## src/sv/bist_pkg.sv

```systemverilog
`default_nettype none
// ----------------------------------------------------------------------------
// bist_pkg
// Shared widths, defaults and request codes for the bounded id set table.
// ----------------------------------------------------------------------------
package bist_pkg;

    localparam int DEF_TABLE_DEPTH = 64;
    localparam int REQ_W           = 3;
    localparam int ID_W            = 32;
    localparam int IDX_W           = 6;

    typedef enum logic [REQ_W-1:0] {
        REQ_LOOKUP = 3'd0,
        REQ_ADD    = 3'd1,
        REQ_REMOVE = 3'd2,
        REQ_READ   = 3'd3,
        REQ_CLEAR  = 3'd4
    } t_req;

endpackage
`default_nettype wire

```

## src/sv/bounded_id_set_table_unit.sv

```systemverilog
`default_nettype none
// ----------------------------------------------------------------------------
// bounded_id_set_table_unit
// Packed set of distinct identifiers held in one synchronous RAM with a count.
// Clear, unused codes and reads past the count answer directly from idle; a
//   read passes through ST_RDW; lookup and add scan the entries, remove scans
//   them, then shifts down. The walk is set by the single-read-port RAM: one
//   entry per cycle.
// Throughput: one request at a time; start is taken from the o_valid cycle on.
// Reset clears the count and control only; the RAM keeps its old contents.
// The receiver cannot stall: each result shows for one cycle with o_valid.
// ----------------------------------------------------------------------------
module bounded_id_set_table_unit #(
    parameter int TABLE_DEPTH = bist_pkg::DEF_TABLE_DEPTH,
    parameter int CNT_W       = $clog2(TABLE_DEPTH + 1)
) (
    input  wire logic                       i_clk,
    input  wire logic                       i_rst_n,
    input  wire logic                       start,
    output logic                            busy,
    input  wire logic [bist_pkg::REQ_W-1:0] i_req_type,
    input  wire logic [bist_pkg::ID_W-1:0]  i_ident,
    input  wire logic [bist_pkg::IDX_W-1:0] i_entry_index,
    output logic                            o_valid,
    output logic                            o_success,
    output logic [CNT_W-1:0]                o_entry_count,
    output logic [bist_pkg::ID_W-1:0]       o_read_value
);
    import bist_pkg::*;

    localparam int ADDR_W = (TABLE_DEPTH > 1) ? $clog2(TABLE_DEPTH) : 1;
    localparam int CMP_W  = (CNT_W > IDX_W) ? CNT_W : IDX_W;
    localparam logic [CNT_W-1:0] DEPTH_C = CNT_W'(TABLE_DEPTH);
    localparam logic [CNT_W-1:0] ONE_C   = CNT_W'(1);

    typedef enum logic [3:0] {
        ST_IDLE  = 4'b0001,
        ST_SCAN  = 4'b0010,
        ST_SHIFT = 4'b0100,
        ST_RDW   = 4'b1000
    } t_state;

    logic [ID_W-1:0] id_mem [TABLE_DEPTH];

    t_state           r_state,   n_state;
    t_req             r_req,     n_req;
    logic [ID_W-1:0]  r_id,      n_id;
    logic [CNT_W-1:0] r_count,   n_count;
    logic [CNT_W-1:0] r_ptr,     n_ptr;
    logic [CNT_W-1:0] r_cmp_ptr, n_cmp_ptr;
    logic             r_cmp_vld, n_cmp_vld;
    logic             r_out_vld, n_out_vld;
    logic             r_success, n_success;
    logic [ID_W-1:0]  r_value,   n_value;
    logic [ID_W-1:0]  r_rd_data;

    logic [ADDR_W-1:0] rd_addr;
    logic              wr_en;
    logic [ADDR_W-1:0] wr_addr;
    logic [ID_W-1:0]   wr_data;
    logic [CMP_W-1:0]  idx_ext;
    logic [CMP_W-1:0]  cnt_ext;
    logic              hit;
    logic [CNT_W-1:0]  shift_dst;

    assign idx_ext   = CMP_W'(i_entry_index);
    assign cnt_ext   = CMP_W'(r_count);
    assign hit       = r_cmp_vld && (r_rd_data == r_id);
    assign shift_dst = r_cmp_ptr - ONE_C;
    assign rd_addr   = (r_state == ST_IDLE) ? idx_ext[ADDR_W-1:0] : r_ptr[ADDR_W-1:0];

    always_ff @(posedge i_clk) begin
        if (wr_en) begin
            id_mem[wr_addr] <= wr_data;
        end
        r_rd_data <= id_mem[rd_addr];
    end

    always_comb begin
        n_state   = r_state;
        n_req     = r_req;
        n_id      = r_id;
        n_count   = r_count;
        n_ptr     = r_ptr;
        n_cmp_ptr = r_cmp_ptr;
        n_cmp_vld = 1'b0;
        n_out_vld = 1'b0;
        n_success = r_success;
        n_value   = r_value;
        wr_en     = 1'b0;
        wr_addr   = shift_dst[ADDR_W-1:0];
        wr_data   = r_rd_data;

        case (r_state)
            ST_IDLE: begin
                if (start) begin
                    n_req     = t_req'(i_req_type);
                    n_id      = i_ident;
                    n_ptr     = '0;
                    n_success = 1'b0;
                    n_value   = '0;
                    case (t_req'(i_req_type))
                        REQ_LOOKUP, REQ_ADD, REQ_REMOVE: begin
                            n_state = ST_SCAN;
                        end
                        REQ_READ: begin
                            if (idx_ext < cnt_ext) begin
                                n_state = ST_RDW;
                            end else begin
                                n_out_vld = 1'b1;
                            end
                        end
                        REQ_CLEAR: begin
                            n_count   = '0;
                            n_success = 1'b1;
                            n_out_vld = 1'b1;
                        end
                        default: begin
                            n_out_vld = 1'b1;
                        end
                    endcase
                end
            end
            ST_SCAN: begin
                if (hit) begin
                    if (r_req == REQ_REMOVE) begin
                        n_state = ST_SHIFT;
                        n_ptr   = r_cmp_ptr + ONE_C;
                    end else begin
                        n_state   = ST_IDLE;
                        n_success = 1'b1;
                        n_out_vld = 1'b1;
                    end
                end else if (r_ptr >= r_count) begin
                    n_state   = ST_IDLE;
                    n_out_vld = 1'b1;
                    if ((r_req == REQ_ADD) && (r_count < DEPTH_C)) begin
                        wr_en     = 1'b1;
                        wr_addr   = r_count[ADDR_W-1:0];
                        wr_data   = r_id;
                        n_count   = r_count + ONE_C;
                        n_success = 1'b1;
                    end
                end else begin
                    n_ptr     = r_ptr + ONE_C;
                    n_cmp_ptr = r_ptr;
                    n_cmp_vld = 1'b1;
                end
            end
            ST_SHIFT: begin
                wr_en = r_cmp_vld;
                if (r_ptr < r_count) begin
                    n_ptr     = r_ptr + ONE_C;
                    n_cmp_ptr = r_ptr;
                    n_cmp_vld = 1'b1;
                end else if (!r_cmp_vld) begin
                    n_state   = ST_IDLE;
                    n_count   = r_count - ONE_C;
                    n_success = 1'b1;
                    n_out_vld = 1'b1;
                end
            end
            ST_RDW: begin
                n_state   = ST_IDLE;
                n_success = 1'b1;
                n_value   = r_rd_data;
                n_out_vld = 1'b1;
            end
            default: begin
                n_state = ST_IDLE;
            end
        endcase
    end

    always_ff @(posedge i_clk) begin
        if (!i_rst_n) begin
            r_state   <= ST_IDLE;
            r_count   <= '0;
            r_cmp_vld <= 1'b0;
            r_out_vld <= 1'b0;
        end else begin
            r_state   <= n_state;
            r_count   <= n_count;
            r_cmp_vld <= n_cmp_vld;
            r_out_vld <= n_out_vld;
        end
    end

    always_ff @(posedge i_clk) begin
        r_req     <= n_req;
        r_id      <= n_id;
        r_ptr     <= n_ptr;
        r_cmp_ptr <= n_cmp_ptr;
        r_success <= n_success;
        r_value   <= n_value;
    end

    assign busy          = (r_state != ST_IDLE);
    assign o_valid       = r_out_vld;
    assign o_success     = r_success;
    assign o_entry_count = r_count;
    assign o_read_value  = r_value;

endmodule
`default_nettype wire

```

## config.mk

```make
export PLATFORM = sky130hd
export DESIGN_NAME = bounded_id_set_table_unit
export DESIGN_NICKNAME = d
export VERILOG_FILES = /design/src/sv/bist_pkg.sv /design/src/sv/bounded_id_set_table_unit.sv
export SDC_FILE = /design/constraint.sdc
export NUM_CORES = 2
export LEC_CHECK = 0
export ABC_AREA = 1
export BUFFER_PORTS_ARGS = -buffer_cell sky130_fd_sc_hd__buf_2
export CAP_MARGIN = 20
export CORE_UTILIZATION = 46
export CTS_CLUSTER_SIZE = 28
export DETAILED_ROUTE_END_ITERATION = 6
export PLACE_DENSITY = 0.65
export SLEW_MARGIN = 5
export SYNTH_ARGS = -nofsm -noshare
export SYNTH_HDL_FRONTEND = slang
export SYNTH_SLANG_ARGS = --single-unit
```

## constraint.sdc

```tcl
create_clock -name i_clk -period 6.1 [get_ports i_clk]
set_clock_uncertainty 0.15 [all_clocks]
set_input_delay 0.61 -clock i_clk [delete_from_list [all_inputs] [get_ports i_clk]]
set_output_delay 0.61 -clock i_clk [all_outputs]
set_load 0.05 [all_outputs]
```

* Yosys cells after proc, flatten, opt, wreduce, memory -nomap -nowiden *
Memory sizes are Yosys's and may differ from the RTL's. A register that Yosys moved wholly into a read port is not among the register bits.
Index checks and enable logic that the tools add are counted.

cells by class
  multiplexer cells = 66
  order comparisons = 4
  shift-type cells = 0
  reductions and logical operators = 15
  $add $sub $neg = 5
  equal/unequal tests = 28
  multiply operators = 0
  divide/modulo/power cells = 0
  bitwise operators = 0

operator list
  operator             count
  $mux 32              5
  $mux 7               15
  $pmux 32 s2          1
  $pmux 7 s3           2
  $eq 32x32->1         1
  $mux 6               5
  $mux 4               6
  $mux 1               23
  $add 7x1->7 const B  3
  $ne 3x3->1 const B   6
  $ne 2x2->1 const B   8
  $pmux 7 s2           1
  $pmux 4 s3           1
  $eq 3x2->1 const B   3
  $pmux 1 s4           2
  $pmux 4 s2           1
  $reduce_and 8->1     1
  $ge 7x7->1           1
  $lt 6x7->1           1
  $lt 7x7->1           1
  $lt 7x7->1 const B   1
  $reduce_and 7->1     1
  $sub 7x1->7 const B  1
  $eq 3x1->1 const B   2
  other kinds (21)     26

storage, ports and cells
  memories = 1
  input bits = 44
  output and inout port bits = 42
  word-level logic and storage cells = 129
  memory bits (read-only) = 0
  bits in writable memories = 2048
  register bits after elaboration = 95
  latch bits = 0

memory list
  memory  depth  width  read ports  clocked after Yosys merged registers in  write ports  RTL line                         RTL
  id_mem  64     32     1           1                                        1            bounded_id_set_table_unit.sv:43  logic [ID_W-1:0] id_mem [TABLE_DEPTH];

* Logic depth before layout (Yosys ltp) *
  word-level depth = 8
  mapped depth = 17
  gate-level depth less buffers = 16

* Least setup slack after synthesis *
Ideal clock, no wire load.

  path type = register to register
  start = reg r_count[2], in the netlist o_entry_count[2]
  end = mem id_mem[0][10], data pin
  setup slack = 1.307 ns
  library setup time = 0.549 ns
  required time = 5.401 ns
  stages on the path, launching flop included = 14
  arrival time = 4.094 ns
  path buffers = 2
  period minus slack after synthesis = 4.793 ns
  cell sequence = dfxtp_1 > inv_1 > ha_1 > a21oi_1 > o21ai_0 > nand2_1 > nand3_2 > nand2_1 > inv_2 > nand3_2 > buf_6 > clkbuf_1 > nor2_1 > a21oi_1

between the ends
  longest elaborated chain between the ends = 6
  elaborated cells on any way between the ends = 7
  those cells by class = order compare (2); mux (4); reduce/logical (1)

ends and longest elaborated chain
  element                   RTL line                          RTL
  start: declaration        bounded_id_set_table_unit.sv:48   logic [CNT_W-1:0] r_count, n_count;
  start signal: assignment  bounded_id_set_table_unit.sv:183  r_count <= n_count;
  $lt 7x7->1                bounded_id_set_table_unit.sv:137  if ((r_req == REQ_ADD) && (r_count < DEPTH_C)) begin
  $logic_and 1x1->1         bounded_id_set_table_unit.sv:137
  $mux 32                   bounded_id_set_table_unit.sv:137
  $mux 32 *                 bounded_id_set_table_unit.sv:134  end else if (r_ptr >= r_count) begin
  $mux 32 *                 bounded_id_set_table_unit.sv:125  if (hit) begin
  $mux 32 *                 bounded_id_set_table_unit.sv:94   case (r_state)
  named net wr_data[10]     bounded_id_set_table_unit.sv:60   logic [ID_W-1:0] wr_data;
  end: declaration          bounded_id_set_table_unit.sv:43

The timed path passes the listed nets; every way through them passes the cells marked *.

* Worst setup path after layout *
  start = reg r_id[10]
  end = mem id_mem[23][21], data pin

between the ends
  longest elaborated chain between the ends = 4

ends and longest elaborated chain
  element                   RTL line                          RTL
  start: declaration        bounded_id_set_table_unit.sv:47   logic [ID_W-1:0] r_id, n_id;
  start signal: assignment  bounded_id_set_table_unit.sv:191  r_id <= n_id;
  $eq 32x32->1              bounded_id_set_table_unit.sv:68   assign hit = r_cmp_vld && (r_rd_data == r_id);
  $logic_and 1x1->1         bounded_id_set_table_unit.sv:68
  $mux 32                   bounded_id_set_table_unit.sv:125
  $mux 32                   bounded_id_set_table_unit.sv:94
  named net wr_data[21]     bounded_id_set_table_unit.sv:60

The timed path passes the listed nets, and every way through them passes these cells.

==> summary.txt <==
Die
  – Die Wd: 445 um
  – Initial Util: 46.4%
  – Core area: 195000 um2
  – I/O pins: 86
  – Height of the die: 445 um
  – Total die area: 198000 um2
  – Row count: 162

Detailed routing
  – 1st-iter DRT viols: 7820
  – Routed WL: 255000 um
  – Vias per cell: 5.67
  – WL per Instance: 24.0 um
  – Vias: 60271
  – First-pass iteration count of the detailed router: 7
  – # DRC: 0
  – Post-DRT Antenna Nets: 0

CTS
  – H-tree depth: 4
  – # clock sinks: 2175
  – PostCTS Resize Cnt: 0
  – Clock latency on the worst-skew pair: 0.87 ns
  – Root Buffer: clkbuf_16
  – TritonCTS clock tree: built
  – CTS Hold Bufs: 36
  – TritonCTS buffer count: 210
  – Clock Path Buffers: 3
  – Reg clk slew, reported paths: 0.06 ns
  – Setup bufs post-CTS: 0

Setup path
  – CP Launch Type: flip-flop
  – Slowest cell on crit path: buf_4
  – Critical path cell sequence: xnor2_1, nand2_1, nor2_1, nand2_1, nor2_1, nand3_1, nand3_4, buf_4, buf_4, nor2_1, a21oi_4, buf_4
  – FF-to-FF Start: r_id[10]$_DFFE_PP_
  – Crit path max-delay family: buffers and inverters
  – CP endpoint kind: flip-flop
  – CP peak stage delay: 0.68 ns
  – Crit path max fanout: 48
  – CP bufs+invs: 3
  – Crit path from: r_id[10]$_DFFE_PP_
  – Critical Path RT: 6.51 ns
  – Critical path class: flip-flop to flip-flop
  – Crit path DAT: 5.31 ns

STA
  – Slew margin rel.: 22.1%
  – Final Max Slew Viols: 0
  – Worst Max-Slew Pin Slew: 1.17 ns
  – Worst hold slack: 0.215 ns
  – Max Fclk: 0.204 GHz
  – Final min period: 4.90 ns
  – Final Setup Violations: 0
  – Final period utilization: 80.3%
  – Setup TNS: 0 ns
  – Unrepaired setup endpoints after global routing: false
  – Hold Violations, Final: 0

Synth
  – Synth area leaders: edfxtp_1, nand2_1, nand3_1
  – Main combinational cell family by area after synthesis: simple AND/OR/NAND/NOR gates
  – Yosys Warn Count: 0
  – Synth top area share: 70.7%
  – Cells after synthesis: 7783
  – Post-synth EDFFs: 2130
  – Cell Area, Synth: 90400 um2
  – Most numerous cell in the Yosys netlist: nand2_1
  – Avg Inst Size Synth: 11.6 um2
  – Primary FF master, synth: edfxtp_1
  – Unique masters post-synth: 44
  – Post-Syn Nets: 7848
  – Yosys reg bits: 2175
  – Async SR Flop Fraction: 0%
  – Sequential share of the synthesized area: 71.7%
  – Xor-xnor portion of the synthesized cell area: 0.165%
  – Yosys top cell by area: edfxtp_1
  – Adder-cell share of the synthesized area: 0.299%
  – Post-synthesis simple-gate area fraction: 19.0%
  – Compound-cell area share of the yosys netlist: 4.83%
  – Mux share of post-synthesis cell area: 0%
  – Most frequent cells after synthesis: nand2_1, edfxtp_1, nand3_1

Place
  – Post-DP HPWL: 147000 um
  – Placed cells: 10204
  – Final RePlAce weighted congestion: 0.929
  – Port Buffer Count: 85

GRT
  – First-pass GRT wire length: 377000 um
  – Pin count of the biggest net entering global routing: 167
  – Tot GR Track Use: 25.5%
  – Vias in the first global route: 56903
  – Aggregate global routing overflow: 0
  – Initial antenna violation count: 8

Hold path
  – Worst hold path class: input port to flip-flop
  – Worst hold start: start

Layout
  – Share of cells above drive strength 1: 10.1%
  – # nets final: 7904
  – Fill cells: 16488
  – Non-filler cells, final: 10639
  – Final core occ: 52.3%
  – Area growth syn-to-layout: 12.8%

Run status
  – Status: finished, final reports clean

Pwr
  – Peak supply drop: 463 uV
  – Pwr dens: 522 nW/um2
  – Pleak: 0.0374 uW

Flow run
  – MaxCap Viol Count: 0
==> worst reg2reg max path, stage by stage, from the launching register on <==
cell,delay (ns)
edfxtp_1,0.41
xnor2_1,0.29
nand2_1,0.10
nor2_1,0.15
nand2_1,0.09
nor2_1,0.14
nand3_1,0.44
nand3_4,0.23
buf_4,0.51
buf_4,0.69
nor2_1,0.17
a21oi_4,0.58
buf_4,0.57
==> path summary, 6_finish.rpt <==
path | endpoint | slack, ns | cells past startpoint
worst max-delay path | id_mem[23][21]$_DFFE_PP_ | 1.20 | 12
worst min-delay path | o_valid$_SDFF_PN0_ | 0.22 | 7
worst min register to register | r_state[0]$_SDFFE_PN1P_ | 0.34 | 2
worst max register to register | id_mem[23][21]$_DFFE_PP_ | 1.20 | 12
==> sequential cells by signal, indices dropped and copies added, names as in the netlist <==
signal	cells
o_success	1
o_read_value	32
o_entry_count	7
o_valid	1
id_mem	2048
r_req	3
r_state	4
r_ptr	7
r_cmp_ptr	7
r_rd_data	32
r_id	32
r_cmp_vld	1
==> layout by cell type, fill, tap and decap left out, types with 45 or more instances in the layout <==
cell and instances:
o211ai_1 394, clkinv_1 56, or2_2 119, inv_1 391, buf_4 135, o21ai_0 170
buf_2 85, edfxtp_1 2130, nor2_4 67, nand3_1 1008, dfxtp_1 45, clkbuf_16 214
nand2_1 2580, nor2_1 126, or2_0 64
==> per-stage QoR <==
stage	total power [uW]	setup WS, ns	cell area (um2)
after global routing	55500	0.891	102000
after floorplan	32100	1.31	90400
final	53200	1.20	102000
after CTS	53000	1.23	102000
after detailed placement	40300	1.26	94700
after global placement	40000	1.39	94600
==> cell type report <==
cell class                 instances  area, um2  area share [%]
antenna                            1       2.50         0.00245
clock buffer                     253       5500            5.40
clock inverter                   134       1160            1.14
inverter                         400       1530            1.50
multi-input combinational       4750      22900            22.4
sequential                      2175      64900            63.6
tap                             2624       3280            3.22
timing repair buffer             302       2750            2.69
==> logic make-up after synthesis <==
group,Yosys count
adder cells (fa/ha/maj),21
flip-flops,2175
XOR/XNOR,17
AND/OR/NAND/NOR,4045
AO/OA/AOI/OAI,667
buffers and inverters,858
==> power breakdown <==
part	leakage, uW	internal (uW)	switching, uW
logic	0.0145	5060	16300
clock network	0.00326	7170	5640
registers	0.0196	18900	183
total	0.0374	31100	22100
==> per-layer routing <==
metal	vias up	GRT usage, %	wire length, um
met3	419	5.41	26600
met2	3083	38.2	113000
met1	29511	36.9	107000
li1	27248	-	-
met4	10	8.67	8710
met5	-	0	69
Power figures use the tool's default switching activity.
